===== src/hw/rtl/ppcf_pkg.sv =====
// Shared types and constants for the pixel-perfect corner filter.
`timescale 1ns / 1ps
`default_nettype none

package ppcf_pkg;

	localparam int COORD_WIDTH = 16;

	typedef logic signed [COORD_WIDTH-1:0] coord_t;

	typedef enum logic [1:0] {
		CMD_PUSH   = 2'd0,
		CMD_FINISH = 2'd1,
		CMD_RESET  = 2'd2
	} cmd_t;

	typedef struct packed {
		cmd_t   cmd;
		coord_t point_x;
		coord_t point_y;
	} item_t;

	typedef struct packed {
		coord_t out_x;
		coord_t out_y;
	} result_t;

	typedef struct packed {
		coord_t x;
		coord_t y;
	} point_t;

	// relation between two points
	typedef struct packed {
		logic step4;
		logic diag;
	} adj_t;

endpackage

`default_nettype wire


===== src/hw/rtl/pixel_perfect_corner_filter_top.sv =====
// Top level of the pixel-perfect corner filter: input register, filter state, result register.
`timescale 1ns / 1ps
`default_nettype none

// Streaming corner filter for drawn pixel paths. Takes one command word per
// cycle (push, finish, reset) and releases at most one pixel word per input.
// A pushed point is held as pending until the next distinct point shows it is
// not the corner of an L step; finish flushes it, reset drops it. Throughput
// is one word per clock while results are taken, set by the single
// compare/subtract stage between the input register and the result register.
// A full result register that is not taken stalls the input register, and
// with it the input channel.

module pixel_perfect_corner_filter_top
	import ppcf_pkg::*;
(
	input  logic    clk,
	input  logic    arst_n,
	input  logic    item_valid,
	output logic    item_ready,
	input  item_t   item,
	output logic    result_valid,
	input  logic    result_ready,
	output result_t result
);

	// input register
	logic   item_valid_s1;
	item_t  item_s1;

	// filter state
	point_t pend_q;
	logic   pend_valid_q;
	point_t paint_q;
	logic   paint_valid_q;

	// result register
	logic    res_valid_q;
	result_t res_q;

	logic   advance;
	point_t new_pt;
	adj_t   rel_paint_pend;
	adj_t   rel_pend_new;
	adj_t   rel_paint_new;
	logic   same_pt;
	logic   corner;

	point_t pend_d;
	logic   pend_valid_d;
	point_t paint_d;
	logic   paint_valid_d;
	logic   emit;

	assign advance    = item_valid_s1 && (!res_valid_q || result_ready);
	assign item_ready = !item_valid_s1 || advance;

	assign new_pt.x = item_s1.point_x;
	assign new_pt.y = item_s1.point_y;

	ppcf_adj u_adj_paint_pend (.a(paint_q), .b(pend_q), .rel(rel_paint_pend));
	ppcf_adj u_adj_pend_new   (.a(pend_q),  .b(new_pt), .rel(rel_pend_new));
	ppcf_adj u_adj_paint_new  (.a(paint_q), .b(new_pt), .rel(rel_paint_new));

	assign same_pt = pend_valid_q && (pend_q == new_pt);
	assign corner  = paint_valid_q && rel_paint_pend.step4 && rel_pend_new.step4
		&& rel_paint_new.diag;

	always_comb begin
		pend_d        = pend_q;
		pend_valid_d  = pend_valid_q;
		paint_d       = paint_q;
		paint_valid_d = paint_valid_q;
		emit          = 1'b0;
		unique case (item_s1.cmd)
			CMD_PUSH: begin
				priority if (same_pt) begin
					// repeat of pending: drop the word
				end else if (!pend_valid_q) begin
					pend_d       = new_pt;
					pend_valid_d = 1'b1;
				end else if (corner) begin
					pend_d = new_pt;
				end else begin
					emit          = 1'b1;
					paint_d       = pend_q;
					paint_valid_d = 1'b1;
					pend_d        = new_pt;
				end
			end
			CMD_FINISH: begin
				emit          = pend_valid_q;
				pend_valid_d  = 1'b0;
				paint_valid_d = 1'b0;
			end
			CMD_RESET: begin
				pend_valid_d  = 1'b0;
				paint_valid_d = 1'b0;
			end
			default: begin
				// unused code: no effect
			end
		endcase
	end

	always_ff @(posedge clk or negedge arst_n) begin
		if (!arst_n) begin
			item_valid_s1 <= 1'b0;
		end else if (item_ready) begin
			item_valid_s1 <= item_valid;
		end
	end

	always_ff @(posedge clk or negedge arst_n) begin
		if (!arst_n) begin
			item_s1 <= '0;
		end else if (item_valid && item_ready) begin
			item_s1 <= item;
		end
	end

	always_ff @(posedge clk or negedge arst_n) begin
		if (!arst_n) begin
			pend_q        <= '0;
			pend_valid_q  <= 1'b0;
			paint_q       <= '0;
			paint_valid_q <= 1'b0;
			res_valid_q   <= 1'b0;
		end else begin
			if (advance) begin
				pend_q        <= pend_d;
				pend_valid_q  <= pend_valid_d;
				paint_q       <= paint_d;
				paint_valid_q <= paint_valid_d;
				res_valid_q   <= emit;
			end else if (result_ready) begin
				res_valid_q <= 1'b0;
			end
		end
	end

	always_ff @(posedge clk) begin
		if (advance && emit) begin
			res_q.out_x <= pend_q.x;
			res_q.out_y <= pend_q.y;
		end
	end

	assign result_valid = res_valid_q;
	assign result       = res_q;

	// a painted point only exists while a point is pending
	a_paint_implies_pend: assert property (@(posedge clk) disable iff (!arst_n)
		paint_valid_q |-> pend_valid_q)
		else $error("painted valid without pending point");

	// released pixel is the point that was pending
	a_emit_is_pending: assert property (@(posedge clk) disable iff (!arst_n)
		(advance && emit) |=> (result_valid && result.out_x == $past(pend_q.x)
			&& result.out_y == $past(pend_q.y)))
		else $error("released pixel differs from pending point");

	// a stalled input word is held until it moves on
	a_s1_held: assert property (@(posedge clk) disable iff (!arst_n)
		(item_valid_s1 && !advance) |=> (item_valid_s1 && $stable(item_s1)))
		else $error("input register lost a stalled word");

	// repeated push leaves the filter state alone
	a_repeat_no_change: assert property (@(posedge clk) disable iff (!arst_n)
		(advance && item_s1.cmd == CMD_PUSH && same_pt) |=>
			($stable(pend_q) && $stable(paint_q) && $stable(paint_valid_q)
			&& !result_valid))
		else $error("repeated point changed state");

endmodule

`default_nettype wire


===== src/hw/rtl/ppcf_adj.sv =====
// Adjacency check between two points: 4-neighbor step or diagonal touch.
`timescale 1ns / 1ps
`default_nettype none

module ppcf_adj
	import ppcf_pkg::*;
(
	input  point_t a,
	input  point_t b,
	output adj_t   rel
);

	localparam logic signed [COORD_WIDTH:0] ONE     = (COORD_WIDTH+1)'(1);
	localparam logic signed [COORD_WIDTH:0] NEG_ONE = -(COORD_WIDTH+1)'(1);
	localparam logic signed [COORD_WIDTH:0] ZERO    = '0;

	logic signed [COORD_WIDTH:0] dx;
	logic signed [COORD_WIDTH:0] dy;
	logic dx_one;
	logic dy_one;
	logic dx_zero;
	logic dy_zero;

	// one extra bit so ends of the range never wrap into neighbors
	assign dx = {a.x[COORD_WIDTH-1], a.x} - {b.x[COORD_WIDTH-1], b.x};
	assign dy = {a.y[COORD_WIDTH-1], a.y} - {b.y[COORD_WIDTH-1], b.y};

	assign dx_one  = (dx == ONE) || (dx == NEG_ONE);
	assign dy_one  = (dy == ONE) || (dy == NEG_ONE);
	assign dx_zero = (dx == ZERO);
	assign dy_zero = (dy == ZERO);

	assign rel.step4 = (dx_zero && dy_one) || (dx_one && dy_zero);
	assign rel.diag  = dx_one && dy_one;

endmodule

`default_nettype wire

===== config.mk =====
export PLATFORM = sky130hd
export DESIGN_NAME = pixel_perfect_corner_filter_top
export DESIGN_NICKNAME = d
export VERILOG_FILES = /design/src/hw/rtl/ppcf_pkg.sv /design/src/hw/rtl/pixel_perfect_corner_filter_top.sv /design/src/hw/rtl/ppcf_adj.sv
export SDC_FILE = /design/constraint.sdc
export NUM_CORES = 1
export LEC_CHECK = 0
export ABC_CLOCK_PERIOD_IN_PS = 5550
export BUFFER_PORTS_ARGS = -buffer_cell sky130_fd_sc_hd__buf_2
export CAP_MARGIN = 15
export CORE_UTILIZATION = 60
export DETAILED_ROUTE_END_ITERATION = 16
export PLACE_DENSITY = 0.91
export SLEW_MARGIN = 30
export SYNTH_ARGS = -nofsm -noshare
export SYNTH_HDL_FRONTEND = slang
export SYNTH_SLANG_ARGS = --single-unit
export TNS_END_PERCENT = 50

===== constraint.sdc =====
create_clock -name clk -period 5.55 [get_ports clk]
set_input_delay 0.2775 -clock clk [delete_from_list [all_inputs] [get_ports clk]]
set_output_delay 0.2775 -clock clk [all_outputs]
set_load 0.1 [all_outputs]

Word level (Yosys, flattened, before mapping)
Index checks and enable logic that the tools add are counted.
Cells by class
  $add $sub $neg: 6
  equality and inequality tests: 18
  muxes and demuxes: 12
  bitwise logic cells: 2
  reductions and logical operators: 36
Operators by type and width (number)
  17-bit by 1-bit == test with 1-bit output (second input constant): 6
  17-bit by 2-bit == test with 1-bit output (second input constant): 6
  16-bit by 16-bit subtractor with 17-bit output: 6
  17-bit logical NOT: 4
  32-bit == test: 1
  1-bit logical AND: 12
  1-bit logical OR: 10
  5-bit AND reduction: 2
  1-bit 2-to-1 mux: 9
  2-bit != test (second input constant): 3
  1-bit one-hot mux with 2 select lines: 3
  3-bit AND reduction: 2
  2-bit nonzero test: 2
  2-bit by 1-bit == test with 1-bit output (second input constant): 1
  2-bit == test (second input constant): 1
  1-bit logical NOT: 2
  2-bit logical NOT: 1
  1-bit inverter: 2
  2-bit OR reduction: 1
Storage, ports and cells
  flip-flop bits (word level): 134
  input bits: 38
  output and inout bits: 34
  logic and storage cells: 87

Depth between registers and ports, before layout
Gate-level depths: netlist of run 1.
  depth in word-level cells: 13
  mapped depth: 15
  depth with buffers taken out: 14

Hierarchy
Synthesis of run 1 repeated with hierarchy kept, for this count alone.
Second synthesis, totals
  cell total of the unflattened synthesis: 1271
  area, all modules: 11918.9 sq um
Modules (own cells, without submodules)
  pixel_perfect_corner_filter_top: instances 1, cells each 331, area an instance 5452.7 sq um, sequential area each 3513.4 sq um
  ppcf_adj (u_adj_paint_pend ...): instances 2, cells each 319, area an instance 2169.6 sq um, sequential area each 0.0 sq um
  ppcf_adj (u_adj_paint_new): instances 1, cells each 302, area an instance 2127.0 sq um, sequential area each 0.0 sq um

Worst setup path before layout of run 1
Ideal clock, no wire load.
  kind: register to register
  from: reg pend_q[1] (netlist bit)
  to: reg res_q, in the netlist result[0] (enable)
  library setup time: 0.400 ns
  arrival time: 4.557 ns
  required time: 5.150 ns
  slack: 0.593 ns
  cell stages (with the launch flop): 15
  path buffers: 1
  clock period less this slack: 4.957 ns
  path through: dfrtp_1 inv_1 ha_1 nor2b_1 o31a_2 nor4_1 o41ai_4 xnor2_1 or4_1 or4b_1 or3_1 a2111oi_4 a31oi_4 buf_6 a41o_1
Between the ends
  longest elaborated chain between the ends: 13
  elaborated cells between the ends (all ways): 26
  those cells by class: add/sub: 2; eq/ne: 5; mux: 4; reduce/logical: 15
Ends and longest elaborated chain
  start: declaration: line pixel_perfect_corner_filter_top.sv:32  | point_t pend_q;
  start signal: assignment: line pixel_perfect_corner_filter_top.sv:131  | pend_q <= pend_d;
  16-bit by 16-bit subtractor with 17-bit output: line ppcf_adj.sv:26  | assign dy = {a.y[COORD_WIDTH-1], a.y} - {b.y[COORD_WIDTH-1], b.y};
  17-bit by 2-bit == test with 1-bit output / 17-bit by 1-bit == test with 1-bit output (equally long branches): line ppcf_adj.sv:29  | assign dy_one = (dy == ONE) || (dy == NEG_ONE);
  1-bit logical OR: line ppcf_adj.sv:29
  1-bit logical AND: line ppcf_adj.sv:33  | assign rel.step4 = (dx_zero && dy_one) || (dx_one && dy_zero);
  1-bit logical OR: line ppcf_adj.sv:33
  1-bit logical AND (2 in a row): line pixel_perfect_corner_filter_top.sv:66  | assign corner = paint_valid_q && rel_paint_pend.step4 && rel_pend_new.step4
  1-bit logical AND: line pixel_perfect_corner_filter_top.sv:67  | && rel_paint_new.diag;
  1-bit 2-to-1 mux: line pixel_perfect_corner_filter_top.sv:82  | end else if (corner) begin
  1-bit 2-to-1 mux: line pixel_perfect_corner_filter_top.sv:79  | end else if (!pend_valid_q) begin
  1-bit 2-to-1 mux *: line pixel_perfect_corner_filter_top.sv:77  | priority if (same_pt) begin
  1-bit one-hot mux with 2 select lines *: line pixel_perfect_corner_filter_top.sv:75  | unique case (item_s1.cmd)
  1-bit logical AND *: line pixel_perfect_corner_filter_top.sv:143  | if (advance && emit) begin
  end: declaration: line pixel_perfect_corner_filter_top.sv:39  | result_t res_q;
Every way passes the cells marked *; elsewhere a longest branch is shown, timed or not.
A chain may end at the register's enable or synchronous reset.

Worst setup path in the final report of run 1
  from: reg pend_q[1] (netlist bit)
  to: reg res_q, in the netlist result[25] (enable)
The elaborated chain is that of the path after synthesis.

==> run metrics, run 1 <==
status finished, final reports clean; Crit Path Class register to register; Setup Buffers After CTS 0; post-route setup TNS 0 ns; Rel. slew slack 0.505; Period minus WS final 5.10 ns; mux share of post-synthesis cell area 0.0809; first-pass detailed-route iteration total 5; Max Clock Skew between 0.01 and 0.015 ns; Clock H-tree levels 4; nets 1395; Area Growth Syn to Fin 10.7%; root buffer cell clkbuf_16; Syn Inst Count 1187; crit path DAT 5.29 ns; Synth top area share 0.235; total congestion overflow 0; Critical Path Source Type register; Slew Limit Fails 0; Iteration-0 DRC Markers 917; Worst Path Max Fanout 23; post-synth top area cell dfrtp_1; core area 17500 µm²; Yosys cell types 81; CP endpoint kind register; largest family of logic cells by synthesized area compound AO/OA/AOI/OAI gates; total wire length roughly 29000 µm; total CTS buffers 17; Die Y 137 µm; maximum clock rate 0.196 GHz; main flop type after synthesis dfrtp_1; top-count cell post-synth dfrtp_1; Via Count 9692; site row count 48; sequential share of the synthesized area 0.323; measured slew at the worst slew-check pin 0.724 ns; port bufs 71; HPWL after DPL 21500 µm; # setup viols final 0; Avg Cell Area, Syn 9.15 µm²; post-synth net total 1331; max cap viols 0; Post-synth ARST share 0.761; Adder-Cell Fraction of Synth Area 0.126; Die X ~140 µm; routability cong. about 0.94; die area around 19000 µm²; Mapped Area between 10000 and 15000 µm²; Post-synth EDFFs 32; DR WL/cell 19.4 µm; Synth Area in Compound Gates 0.201; Fill cells 1370; Area contributors post-synth dfrtp_1 23%, ha_1 12%, edfxtp_1 8.8%; antenna-violating nets left 0; Total Routing Usage GR 0.325; worst hold-check path type input pin to register; Clk Latency, worst-skew pair around 0.44 ns; Via density 6.51; largest net degree at the start of global routing 71; CTS tree done; Req. time, crit path 5.73 ns; clock sink total 134; simple-gate portion of the synthesized area 0.177; Yosys reg bits ~130; DRC 0; initial antenna violation count 0; Initial Util 0.621; Worst-path clk slew 0.06 ns; final period utilization 0.920; layout cells sized above 1 0.144; first-pass GRT wire length 46700 µm; yosys warns 0; final hold violation count 0; Ports 72; antenna cells 0; vias in the first global route 9294; RSZ-0062 raised after global routing no; clock buffer depth 2; xor and xnor area share after synthesis 0.0476; most frequent cells after synthesis 102 x dfrtp_1, 100 x ha_1, 100 x nand2_1
## cells in the final DEF (no fill, tap or decap), types with 11 or more instances in the layout
cell type / instances
dfrtp_1: 102
ha_1: 100
nand2_1: 99
inv_1: 89
a21oi_1: 86
o21ai_0: 78
buf_2: 70
nor2_1: 65
mux2_2: 38
edfxtp_1: 32
xor2_1: 31
nand3_1: 29
xnor2_1: 28
nor3_1: 28
mux2_4: 24
a21o_1: 22
nand2b_1: 21
nand4_1: 21
nor2b_1: 19
clkbuf_16: 18
a211oi_1: 14
or3_1: 14
o21a_1: 13
nor4_1: 13
a2111oi_0: 11
and3_1: 11
## path summary, 6_finish.rpt
kind,start,to,slack (ns),cells after the start
worst min register to register,item_s1[15],item_s1[15],0.50,1
worst max register to register,pend_q[1],result[25],0.45,14
min in group asynchronous,arst_n,paint_q[23],0.34,2
worst max-delay path,pend_q[1],result[25],0.45,14
worst min-delay path,item[30],item_s1[30],0.07,2
max in group asynchronous,arst_n,item_valid_s1,4.20,3
## what timing repair did
item	4_1_cts	5_1_grt
hold endpoints to repair	32	0
gates resized for setup	0	0
setup endpoints to repair	0	0
hold buffers	1	0
## layer usage
layer	global-route usage	wire [µm]
met1	0.453	12800
met2	0.499	12700
met3	0.0678	2570
met4	0.113	753
met5	0	0
## worst max-delay path: stages, from the launching register on
cell,delay [ns]
dfrtp_1,0.42
inv_1,0.11
ha_1,0.30
nor2b_1,0.15
o31a_2,0.33
nor4_1,0.47
o41ai_4,0.19
xnor2_1,0.17
or4_1,0.46
or4b_1,0.59
or3_1,0.39
a2111oi_4,0.43
a31oi_4,0.15
a41o_1,0.42
buf_12,0.26
## logic make-up (layout without fill, tap and decap cells)
logic type	count (synthesis)	after routing
compound gates	326	326
xor+xnor	59	59
fa+ha+maj	106	106
buf+inv	120	197
flops	134	134
mux	71	71
simple gates	371	371
## sequential cells by signal (all words and copies together) (netlist names)
signal         count
paint_q           32
paint_valid_q      1
pend_valid_q       1
pend_q            32
item_s1           34
result            32
item_valid_s1      1
result_valid       1
## cell type report
type	count	area, µm²	share of cell area
Sequential cell	134	3510	0.292
Multi-Input combinational cell	933	6880	0.572
Inverter	89	334	0.0278
Clock inverter	6	65.1	0.00541
Tap cell	225	282	0.0234
Clock buffer	26	531	0.0441
Timing Repair Buffer	76	414	0.0345
## through the flow
step | cell area (µm²) | hold WS [ns] | util | worst slack (ns) | instances
final | 12000 | 0.0664 | 0.688 | 0.445 | 1489
after global routing | 12000 | 0.0643 | 0.688 | 0.243 | 1489
after CTS | 12000 | 0.0601 | 0.687 | 0.444 | 1489
after detailed placement | 11400 | 0.258 | 0.653 | 0.511 | 1456
after global placement | 11400 | 0.257 | 0.653 | 0.571 | 1456
after floorplan | 10900 | -0.0181 | - | 0.593 | 1187
Power of run 1 is not shown: default switching activity piles up to over one toggle a cycle in this logic, so the estimate is an artifact.
==> run 2: changes to the inputs <==
CORE_UTILIZATION = 45   (was 60)
PLACE_DENSITY = 0.74   (was 0.91)
SYNTH_HIERARCHICAL = 1   (was unset)
==> run 2 against run 1 <==
Against the previous run: the flow now finishes with violations (design-rule violations); synthesized cell count is 6.1% higher; global-route usage decreased by 8.2 points; cell count rose by 13%; worst setup slack improved by 0.046 ns; flip-flop and latch count is the same; die area grew 45%; via count increased by 5.7%; first-iteration DRC count is 2.9% lower; wire length is 11% higher; sequential share of layout area shrank 2.6 points.
==> run metrics, run 2 <==
Initial Util 0.456; Via Count 10200; status finished with violations; final period utilization 0.912; DR WL/cell 19.0 µm; first-pass detailed-route iteration total 11; antenna-violating nets left 0; most common cell after layout, fill and taps aside inv_1; routability cong. 0.965; total CTS buffers 17; CP endpoint kind register; crit-path max cell delay 0.52 ns; die area roughly 27000 µm²; Slew Limit Fails 0; final hold violation count 0; max cap viols 0; Largest Register item_s1; worst path bufs/invs 2; Avg Cell Area, Syn 9.42 µm²; clock buffer depth 2; maximum clock rate 0.198 GHz; vias in the first global route around 9600; Worst-path clk slew roughly 0.06 ns; clock sink total 134; # setup viols final 0; reg2reg path depth 18; port bufs 71; crit path DAT 5.36 ns; Total Routing Usage GR 0.243; Crit Path Class register to register; HPWL after DPL 24400 µm; Fill cells 2355; Die Y 164 µm; measured slew at the worst slew-check pin about 0.83 ns; RSZ-0062 raised after global routing no; Setup Buffers After CTS 0; core area 26000 µm²; Clk Latency, worst-skew pair between 0.4 and 0.5 ns; root buffer cell clkbuf_16; register area between 3000 and 4000 µm²; Mapped Area ~12000 µm²; Period minus WS final 5.06 ns; largest net degree at the start of global routing 63; r2r endpoint paint_q[1]; layout cells sized above 1 0.195; post_cts resized 0; nets 1479; failing checks design-rule violations; Clock H-tree levels 4; Reg2Reg Setup Slack 0.49 ns; WHS Endpoint item_s1[27]; Area Growth Syn to Fin 11.2%; cell count along the critical path 18; slowest stage cell, crit path or4b_1; min-delay src item[27]; Die X ~160 µm; crit-path cells inv_1 > ha_1 > fa_1 > nand2b_1 > a211o_1 > and4b_1 > or2_0 > or4b_1 > or4_4 > a2111oi_4 > nand3_1 > o221ai_2 > nand4_1 > nand2_1 > nor2_1 > nand2_8 > buf_4 > mux2_2; worst r2r src pend_q[16]; delay-heaviest family, CP simple AND/OR/NAND/NOR gates; most frequent cells in the layout 126 x inv_1, 104 x ha_1, 102 x dfrtp_1, 75 x nor2_1, 73 x nand2_1; Max Clock Skew 0.0113 ns; worst hold-check path type input pin to register; Rel. slew slack 0.444; post-synth net total 1407; Worst Path Max Fanout 19; CTS tree done; total wire length roughly 32000 µm; yosys warns 6; Iteration-0 DRC Markers 890; Ports between 70 and 80; antenna cells 0; Critical Path Source Type register; max reg flops 34; initial antenna violation count 0; total congestion overflow 0; first-pass GRT wire length 50500 µm; hold depth 2; post-route setup TNS 0 ns; site row count 59; Syn Inst Count roughly 1300; Req. time, crit path 5.85 ns; Via density between 6 and 7; Multi-input gate area 7730 µm²; DRC 2
-- run 2: final cells by class --
| type | count | share of cell area |
|---|---|---|
| tap | 335 | 0.0318 |
| inverter | 126 | 0.0359 |
| multi-input combinational | 965 | 0.586 |
| clock inverter | 13 | 0.00940 |
| timing repair buffer | 87 | 0.0376 |
| sequential | 134 | 0.266 |
| clock buffer | 19 | 0.0328 |
-- run 2: worst max path at each step --
stage / startpoint / to
final: pend_q[16] / paint_q[1]
after global routing: pend_q[16] / paint_q[15]
after CTS: pend_q[16] / paint_q[15]
after detailed placement: pend_q[16] / paint_q[15]
after global placement: pend_q[16] / paint_q[0]
after floorplan: pend_q[16] / result[0]
-- run 2: routing by layer --
| metal | vias up | track usage | share of wire |
|---|---|---|---|
| met3 | 56 | 0.0384 | 0.071 |
| met5 | - | 0 | 0 |
| met2 | 410 | 0.377 | 0.45 |
| li1 | 4798 | - | - |
| met1 | 4976 | 0.341 | 0.45 |
| met4 | 0 | 0.0846 | 0.029 |
-- run 2: stage by stage --
stage,std cells,setup WS (ns),cell area [µm²],utilization,hold WS [ns]
after detailed placement,1646,0.553,12600,0.485,0.300
after CTS,1679,0.508,13200,0.507,0.0610
after floorplan,1259,0.522,11900,-,-0.0181
after global routing,1679,0.248,13200,0.507,0.0671
final,1679,0.491,13200,0.507,0.0779
after global placement,1644,0.602,12600,0.484,0.292
-- run 2: worst reg2reg max path, cell delays in order, from the launching register on --
cell and delay (ns):
dfrtp_1 0.46, inv_1 0.10, ha_1 0.22, fa_1 0.41, nand2b_1 0.18, a211o_1 0.30
and4b_1 0.21, or2_0 0.22, or4b_1 0.52, or4_4 0.51, a2111oi_4 0.24, nand3_1 0.14
o221ai_2 0.13, nand4_1 0.11, nand2_1 0.11, nor2_1 0.10, nand2_8 0.25, buf_4 0.35
mux2_2 0.39
-- run 2: what timing repair did --
item | CTS | global route
endpoints found under the hold margin | 40 | 0
setup endpoints to repair | 0 | 0
hold buffers | 1 | 0
Power of run 2 is left out for the same reason.
